## src/aar_pkg.sv

```systemverilog
// Shared types, constants and helpers for the axis auto-repeat block.
// No dependencies; every other file of the block imports this package.
package aar_pkg;

  // Configuration port geometry and register widths.
  localparam int unsigned CfgIdxW  = 8;
  localparam int unsigned CfgDataW = 24;
  localparam int unsigned TimerW   = 32;
  localparam int unsigned SampleW  = 16;
  localparam int unsigned ElapsedW = 20;
  localparam int unsigned DirW     = 2;

  // Register reset values, all in microseconds.
  localparam logic [CfgDataW-1:0] FirstDelayRst   = 24'd500000;
  localparam logic [CfgDataW-1:0] SecondDelayRst  = 24'd2000000;
  localparam logic [CfgDataW-1:0] IntervalSlowRst = 24'd150000;
  localparam logic [CfgDataW-1:0] IntervalFastRst = 24'd50000;

  // Half scale in Q1.15; the dead zone edges themselves count as no direction.
  localparam logic signed [SampleW-1:0] HalfQ15    = 16'sd16384;
  localparam logic signed [SampleW-1:0] NegHalfQ15 = -16'sd16384;

  // Direction codes as carried on the result word.
  localparam logic [DirW-1:0] DirNone = 2'b00;
  localparam logic [DirW-1:0] DirPos  = 2'b01;
  localparam logic [DirW-1:0] DirNeg  = 2'b11;
  localparam logic [DirW-1:0] DirBad  = 2'b10;

  // Configuration register indexes.
  typedef enum logic [CfgIdxW-1:0] {
    REG_FIRST_DELAY   = 8'd0,
    REG_SECOND_DELAY  = 8'd1,
    REG_INTERVAL_SLOW = 8'd2,
    REG_INTERVAL_FAST = 8'd3
  } cfg_reg_e;

  // Repeat stage of a hold time.
  typedef enum logic [1:0] {
    STAGE_IDLE = 2'd0,
    STAGE_SLOW = 2'd1,
    STAGE_FAST = 2'd2
  } stage_e;

  // Current configuration as seen by the datapath.
  typedef struct packed {
    logic [CfgDataW-1:0] first_delay;
    logic [CfgDataW-1:0] second_delay;
    logic [CfgDataW-1:0] interval_slow;
    logic [CfgDataW-1:0] interval_fast;
  } cfg_t;

  // Stage of a hold time against the two delays, second delay tested first.
  function automatic stage_e stage_of(input logic [TimerW-1:0] hold, input cfg_t cfg);
    stage_e st;
    if (hold > {{(TimerW-CfgDataW){1'b0}}, cfg.second_delay}) begin
      st = STAGE_FAST;
    end else if (hold > {{(TimerW-CfgDataW){1'b0}}, cfg.first_delay}) begin
      st = STAGE_SLOW;
    end else begin
      st = STAGE_IDLE;
    end
    return st;
  endfunction

  // Saturating add of an elapsed time onto a timer.
  function automatic logic [TimerW-1:0] sat_add(input logic [TimerW-1:0] a,
                                                input logic [ElapsedW-1:0] b);
    logic [TimerW:0] sum;
    sum = {1'b0, a} + {{(TimerW+1-ElapsedW){1'b0}}, b};
    return sum[TimerW] ? {TimerW{1'b1}} : sum[TimerW-1:0];
  endfunction

endpackage

```

## src/axis_auto_repeat.sv

```systemverilog
// Two-rate auto-repeat for one analog axis, one result word per sample word.
// A word passes through the input register, then the result register; a stalled result holds it in the input register.
// Throughput: one word per cycle while the result is not held, as aar_step computes its timer update combinationally.
// Reset: asynchronous active low; clears direction and timers, loads default delays.
// The input stalls only while a word waits in the input register and the result is held.
module axis_auto_repeat import aar_pkg::*; (
  input  logic                       clk_i,
  input  logic                       rst_ni,
  input  logic                       in_valid_i,
  output logic                       in_stall_o,
  input  logic signed [SampleW-1:0]  axis_sample_i,
  input  logic [ElapsedW-1:0]        elapsed_us_i,
  output logic                       out_valid_o,
  input  logic                       out_stall_i,
  output logic signed [DirW-1:0]     repeat_event_o,
  input  logic                       cfg_valid_i,
  output logic                       cfg_ready_o,
  input  logic [CfgIdxW-1:0]         cfg_index_i,
  input  logic [CfgDataW-1:0]        cfg_data_i
);

  cfg_t cfg;

  logic                      in_vld_q;
  logic signed [SampleW-1:0] sample_q;
  logic [ElapsedW-1:0]       elapsed_q;
  logic                      out_vld_q;
  logic [DirW-1:0]           event_q;
  logic [DirW-1:0]           step_event;
  logic                      out_free;
  logic                      step_fire;
  logic                      in_take;

  aar_cfg_regs u_cfg (
    .clk_i       (clk_i),
    .rst_ni      (rst_ni),
    .cfg_valid_i (cfg_valid_i),
    .cfg_ready_o (cfg_ready_o),
    .cfg_index_i (cfg_index_i),
    .cfg_data_i  (cfg_data_i),
    .cfg_o       (cfg)
  );

  // Handshake glue between the input register and the result register.
  assign out_free   = !out_vld_q || !out_stall_i;
  assign step_fire  = in_vld_q && out_free;
  assign in_stall_o = in_vld_q && !out_free;
  assign in_take    = in_valid_i && !in_stall_o;

  // Input register.
  always_ff @(posedge clk_i or negedge rst_ni) begin
    if (!rst_ni) begin
      in_vld_q <= 1'b0;
    end else if (in_take) begin
      in_vld_q <= 1'b1;
    end else if (step_fire) begin
      in_vld_q <= 1'b0;
    end
  end

  always_ff @(posedge clk_i) begin
    if (in_take) begin
      sample_q  <= axis_sample_i;
      elapsed_q <= elapsed_us_i;
    end
  end

  aar_step u_step (
    .clk_i         (clk_i),
    .rst_ni        (rst_ni),
    .fire_i        (step_fire),
    .axis_sample_i (sample_q),
    .elapsed_us_i  (elapsed_q),
    .cfg_i         (cfg),
    .event_o       (step_event)
  );

  // Result register.
  always_ff @(posedge clk_i or negedge rst_ni) begin
    if (!rst_ni) begin
      out_vld_q <= 1'b0;
    end else if (step_fire) begin
      out_vld_q <= 1'b1;
    end else if (!out_stall_i) begin
      out_vld_q <= 1'b0;
    end
  end

  always_ff @(posedge clk_i) begin
    if (step_fire) begin
      event_q <= step_event;
    end
  end

  assign out_valid_o    = out_vld_q;
  assign repeat_event_o = event_q;

`ifndef ASSERT_OFF
  // An empty input register never holds off the upstream side.
  a_no_stall_when_empty: assert property (@(posedge clk_i) disable iff (!rst_ni)
    !in_vld_q |-> !in_stall_o)
    else $error("input stalled with an empty input register");

  // A word processed by the step logic always lands in the result register.
  a_fire_fills_output: assert property (@(posedge clk_i) disable iff (!rst_ni)
    step_fire |=> out_vld_q)
    else $error("processed word did not reach the result register");

  // A delivered result is always a legal direction code.
  a_event_legal: assert property (@(posedge clk_i) disable iff (!rst_ni)
    out_valid_o |-> (repeat_event_o != DirBad))
    else $error("illegal direction code on the result");
`endif

endmodule

```

## src/aar_cfg_regs.sv

```systemverilog
// Configuration register file of the axis auto-repeat block.
// Depends on aar_pkg for the register indexes, reset values and cfg_t.
module aar_cfg_regs import aar_pkg::*; (
  input  logic                clk_i,
  input  logic                rst_ni,
  input  logic                cfg_valid_i,
  output logic                cfg_ready_o,
  input  logic [CfgIdxW-1:0]  cfg_index_i,
  input  logic [CfgDataW-1:0] cfg_data_i,
  output cfg_t                cfg_o
);

  cfg_t cfg_q;

  // Writes are always accepted.
  assign cfg_ready_o = 1'b1;

  // Register write; unknown indexes are dropped.
  always_ff @(posedge clk_i or negedge rst_ni) begin
    if (!rst_ni) begin
      cfg_q.first_delay   <= FirstDelayRst;
      cfg_q.second_delay  <= SecondDelayRst;
      cfg_q.interval_slow <= IntervalSlowRst;
      cfg_q.interval_fast <= IntervalFastRst;
    end else if (cfg_valid_i && cfg_ready_o) begin
      case (cfg_index_i)
        REG_FIRST_DELAY:   cfg_q.first_delay   <= cfg_data_i;
        REG_SECOND_DELAY:  cfg_q.second_delay  <= cfg_data_i;
        REG_INTERVAL_SLOW: cfg_q.interval_slow <= cfg_data_i;
        REG_INTERVAL_FAST: cfg_q.interval_fast <= cfg_data_i;
        default: ;
      endcase
    end
  end

  assign cfg_o = cfg_q;

endmodule

```

## src/aar_step.sv

```systemverilog
// Per-sample auto-repeat logic: quantizer, hold timers and repeat decision.
// Depends on aar_pkg; holds the direction and timer state of the block.
module aar_step import aar_pkg::*; (
  input  logic                       clk_i,
  input  logic                       rst_ni,
  input  logic                       fire_i,
  input  logic signed [SampleW-1:0]  axis_sample_i,
  input  logic [ElapsedW-1:0]        elapsed_us_i,
  input  cfg_t                       cfg_i,
  output logic [DirW-1:0]            event_o
);

  logic [DirW-1:0]   last_dir_q, last_dir_d;
  logic [TimerW-1:0] hold_q, hold_d;
  logic [TimerW-1:0] since_q, since_d;

  logic [DirW-1:0]     dir;
  logic                changed;
  logic [TimerW-1:0]   hold_sum;
  logic [TimerW-1:0]   since_sum;
  stage_e              prev_stage;
  stage_e              new_stage;
  logic [CfgDataW-1:0] interval;
  logic [TimerW-1:0]   interval_ext;

  // Quantize the sample with a dead zone of one half either way.
  always_comb begin
    if (axis_sample_i > HalfQ15) begin
      dir = DirPos;
    end else if (axis_sample_i < NegHalfQ15) begin
      dir = DirNeg;
    end else begin
      dir = DirNone;
    end
  end

  assign changed   = (dir != last_dir_q);
  assign hold_sum  = sat_add(hold_q, elapsed_us_i);
  assign since_sum = sat_add(since_q, elapsed_us_i);
  assign prev_stage = stage_of(hold_q, cfg_i);
  assign new_stage  = stage_of(hold_sum, cfg_i);
  assign interval     = (new_stage == STAGE_FAST) ? cfg_i.interval_fast : cfg_i.interval_slow;
  assign interval_ext = {{(TimerW-CfgDataW){1'b0}}, interval};

  // Timer update and emit decision for one sample.
  always_comb begin
    last_dir_d = dir;
    hold_d     = hold_sum;
    since_d    = since_sum;
    event_o    = changed ? dir : DirNone;
    if (dir == DirNone) begin
      hold_d  = '0;
      since_d = '0;
      event_o = DirNone;
    end else if (new_stage != prev_stage) begin
      since_d = '0;
      event_o = dir;
    end else if (new_stage != STAGE_IDLE && since_sum > interval_ext) begin
      since_d = since_sum - interval_ext;
      event_o = dir;
    end
  end

  // State advances only when a sample moves into the result register.
  always_ff @(posedge clk_i or negedge rst_ni) begin
    if (!rst_ni) begin
      last_dir_q <= DirNone;
      hold_q     <= '0;
      since_q    <= '0;
    end else if (fire_i) begin
      last_dir_q <= last_dir_d;
      hold_q     <= hold_d;
      since_q    <= since_d;
    end
  end

endmodule
```

## config.mk

```make
export PLATFORM = sky130hd
export DESIGN_NAME = axis_auto_repeat
export DESIGN_NICKNAME = d
export VERILOG_FILES = /design/src/aar_pkg.sv /design/src/axis_auto_repeat.sv /design/src/aar_cfg_regs.sv /design/src/aar_step.sv
export SDC_FILE = /design/constraint.sdc
export NUM_CORES = 1
export LEC_CHECK = 0
export BUFFER_PORTS_ARGS = -buffer_cell sky130_fd_sc_hd__buf_2
export CELL_PAD_IN_SITES_DETAIL_PLACEMENT = 1
export CELL_PAD_IN_SITES_GLOBAL_PLACEMENT = 1
export CORE_MARGIN = 2
export CORE_UTILIZATION = 45
export CTS_CLUSTER_SIZE = 30
export DETAILED_ROUTE_END_ITERATION = 10
export PLACE_DENSITY = 0.83
export SYNTH_ARGS = -nofsm -noshare
export SYNTH_HDL_FRONTEND = slang
export SYNTH_SLANG_ARGS = --single-unit
```

## constraint.sdc

```tcl
create_clock -name clk_i -period 9.45 [get_ports clk_i]
set_input_delay 0.945 -clock clk_i [delete_from_list [all_inputs] [get_ports clk_i]]
set_output_delay 0.945 -clock clk_i [all_outputs]
set_load 0.05 [all_outputs]
```

==> impl_metrics.env <==
export IMPL_routed_top_layer="met4"
export IMPL_tns_ns=0
export IMPL_fin_worst_skew_ns=0.01856
export IMPL_grt_pass1_wl_um=72330
export IMPL_worst_hold_slack_ns=0.4983
export IMPL_core_area_sq_um=31560
export IMPL_rsz0062_at_grt="no"
export IMPL_slew_violations=0
export IMPL_drt_pass1_iter_count=5
export IMPL_num_rows=65
export IMPL_place_inst=1940
export IMPL_syn_nets=1731
export IMPL_synth_common_cells="nand2_1 (162), ha_1 (160), dfrtp_1 (136), o21ai_0 (97), a21oi_1 (92)"
export IMPL_viasPerCell=6.138
export IMPL_gp_congestion=0.9491
export IMPL_wl_met3_um=2255
export IMPL_cts_clk_slew_worst_paths_ns=0.06
export IMPL_synth_seq_area_share_pct=36.59
export IMPL_start_util_pct=45.73
export IMPL_syn_avg_cell_area_sq_um=9.651
export IMPL_irDropWorstVdd_v=0.0003088
export IMPL_num_vias=12190
export IMPL_max_freq_ghz=0.1154
export IMPL_die_w_um=183.1
export IMPL_clockBufferDepth=3
export IMPL_start_kind="register"
export IMPL_ys_async_sr_fraction_pct=81.19
export IMPL_wl_met2_um=22090
export IMPL_min_period_over_period_pct=91.69
export IMPL_hold_violations=0
export IMPL_final_instance_count_excl_fill=1986
export IMPL_outcome="finished clean"
export IMPL_drc_errors=0
export IMPL_ys_ff_latch=202
export IMPL_finalSetupViolCount=0
export IMPL_powerDensity_nw_per_um2=320.1
export IMPL_period_needed_ns=8.664
export IMPL_cp_max_fo=29
export IMPL_n_antenna_cell=0
export IMPL_cts_root_buf="clkbuf_16"
export IMPL_worstPathArrival_ns=9.08
export IMPL_die_h_um=183.1
export IMPL_grt_use_total_pct=27.71
export IMPL_tightestPinTransition_ns=1.039
export IMPL_synth_area_sq_um=14430
export IMPL_hold_path_class="reg -> reg"
export IMPL_post_dp_hpwl_um=34840
export IMPL_critPathCaptureType="register"
export IMPL_critical_path_max_stage_delay_ns=0.54
export IMPL_drive_gt1_share_pct=16.67
export IMPL_first_global_vias=12950
export IMPL_overflow=0
export IMPL_yosysMostFrequentCell="nand2_1"
export IMPL_antenna_found_initial=0
export IMPL_ys_top_cells_by_area="dfrtp_1 (24%), ha_1 (14%), edfxtp_1 (7.9%)"
export IMPL_placement_io_buffers=76
export IMPL_dieArea_sq_um=33510
export IMPL_relSlewSlack_pct=30.76
export IMPL_critical_path_slowest_cell="o311ai_0"
export IMPL_worstPathRequired_ns=9.86
export IMPL_detail_route_wl_per_cell_um=23.16
export IMPL_cts_hold_buf=0
export IMPL_drt_initial_drc_count=661
export IMPL_synth_top_area_share_pct=23.59
export IMPL_ys_flop_type="dfrtp_1"
export IMPL_synth_edf_count=38
export IMPL_ioPinCount=78
export IMPL_nets=1801
export IMPL_wl_met1_um=19480
export IMPL_maxCapViolCount=0
export IMPL_h_tree_depth=1
export IMPL_synth_area_leader_cell="dfrtp_1"
export IMPL_syn_to_final_growth_pct=11.50
export IMPL_drtAntennaViolNets=0
export IMPL_clk_latency_ns=0.55
export IMPL_grt_max_degree=105
export IMPL_routed_wl_um=46000
export IMPL_p_leak_nw=7.654
export IMPL_cts_tree="yes"
export IMPL_criticalPathCategory="reg -> reg"
export IMPL_numCtsBuffers=25
export IMPL_numClockSinks=202
export IMPL_ys_warn_count=0
export IMPL_synth_distinct_cells=80
export IMPL_post_cts_setup_buffers=0
export IMPL_synth_cells=1495
final timing paths:
path / slack, ns / depth (start not counted) / endpoint / start
min: 0.50 / 2 / u_step.last_dir_q[0]$_DFFE_PN0P_ / u_step.last_dir_q[0]$_DFFE_PN0P_
min in group asynchronous: 0.53 / 1 / u_cfg.cfg_o[25]$_DFFE_PN0P_ / rst_ni
min reg2reg: 0.50 / 2 / u_step.last_dir_q[0]$_DFFE_PN0P_ / u_step.last_dir_q[0]$_DFFE_PN0P_
max: 0.79 / 32 / u_step.since_q[23]$_DFFE_PN0P_ / elapsed_q[0]$_DFFE_PP_
max in group asynchronous: 7.49 / 2 / u_step.hold_q[29]$_DFFE_PN0P_ / rst_ni
max reg2reg: 0.79 / 32 / u_step.since_q[23]$_DFFE_PN0P_ / elapsed_q[0]$_DFFE_PP_
routing by layer:
| metal | GRT usage, % | vias to the layer above |
|---|---|---|
| li1 | - | 5651 |
| met1 | 34.65 | 6097 |
| met2 | 48.00 | 329 |
| met3 | 3.793 | 114 |
| met4 | 11.90 | 0 |
| met5 | 0 | - |
cell type report:
type	instances	area (sq um)
clock buffer	34	710.7
clock inverter	12	143.9
fill	3580	15470
inverter	72	270.3
multi-input combinational	1174	8688
sequential	202	5280
tap	402	503.0
timing repair buffer	90	491.7
cell families after synthesis:
group | after synthesis | share of synthesized area [%]
buffers and inverters | 119 | 3.338
muxes | 131 | 9.799
other | 1 | 0.02599
adders and majority gates | 163 | 14.29
xor gates and xnor gates | 64 | 3.885
and+or+nand+nor | 421 | 14.14
DFF | 202 | 36.59
AOI/OAI and AO/OA | 394 | 17.92
power by group:
part,internal (mW),total (mW),switching [mW]
clock network,0.608,1.00,0.393
registers,1.00,1.12,0.117
logic,1.23,3.03,1.80
registers in the layout, indices dropped and copies added, names as in the netlist, 2 cells and up:
register,count
u_cfg.cfg_o,96
u_step.hold_q,32
u_step.since_q,32
elapsed_q,20
sample_q,16
repeat_event_o,2
u_step.last_dir_q,2
cell usage in the layout, fill, tap and decap left out, drive strengths merged, types with 26 or more instances in the layout:
| cell | n |
|---|---|
| inv | 73 |
| nand2 | 162 |
| nor2 | 67 |
| a21o | 44 |
| mux2 | 79 |
| dfrtp | 136 |
| buf | 90 |
| mux2i | 52 |
| clkbuf | 34 |
| xor2 | 26 |
| nand3 | 32 |
| o21ai | 113 |
| a21oi | 93 |
| ha | 160 |
| dfstp | 28 |
| edfxtp | 38 |
| nand4 | 30 |
| xnor2 | 38 |
critical path: cells and delay by family (launching register included):
family | cells | cell delay (ns)
AOI/OAI and AO/OA | 14 | 3.72
xor gates and xnor gates | 1 | 0.17
adders and majority gates | 4 | 1.40
buffers and inverters | 1 | 0.35
DFF | 1 | 0.41
muxes | 2 | 0.46
and+or+nand+nor | 10 | 2.00
repair_timing:
action | 4_1_cts | 5_1_grt
gates resized for setup | 0 | 1
endpoints found under the hold margin | 0 | 0
setup endpoints to repair | 0 | 1
per-stage QoR:
step	utilization (%)	setup slack (ns)	cell area (sq um)	power [mW]
3_3_place_gp	48.28	1.240	15230	3.972
4_1_cts	50.98	0.7861	16090	5.144
6_report	50.98	0.7857	16090	5.149
5_1_grt	50.98	0.1385	16090	5.504
2_1_floorplan	-	2.193	14430	3.356
3_5_place_dp	48.28	0.8499	15230	4.100
No activity file was read; power rests on OpenSTA's default activity.
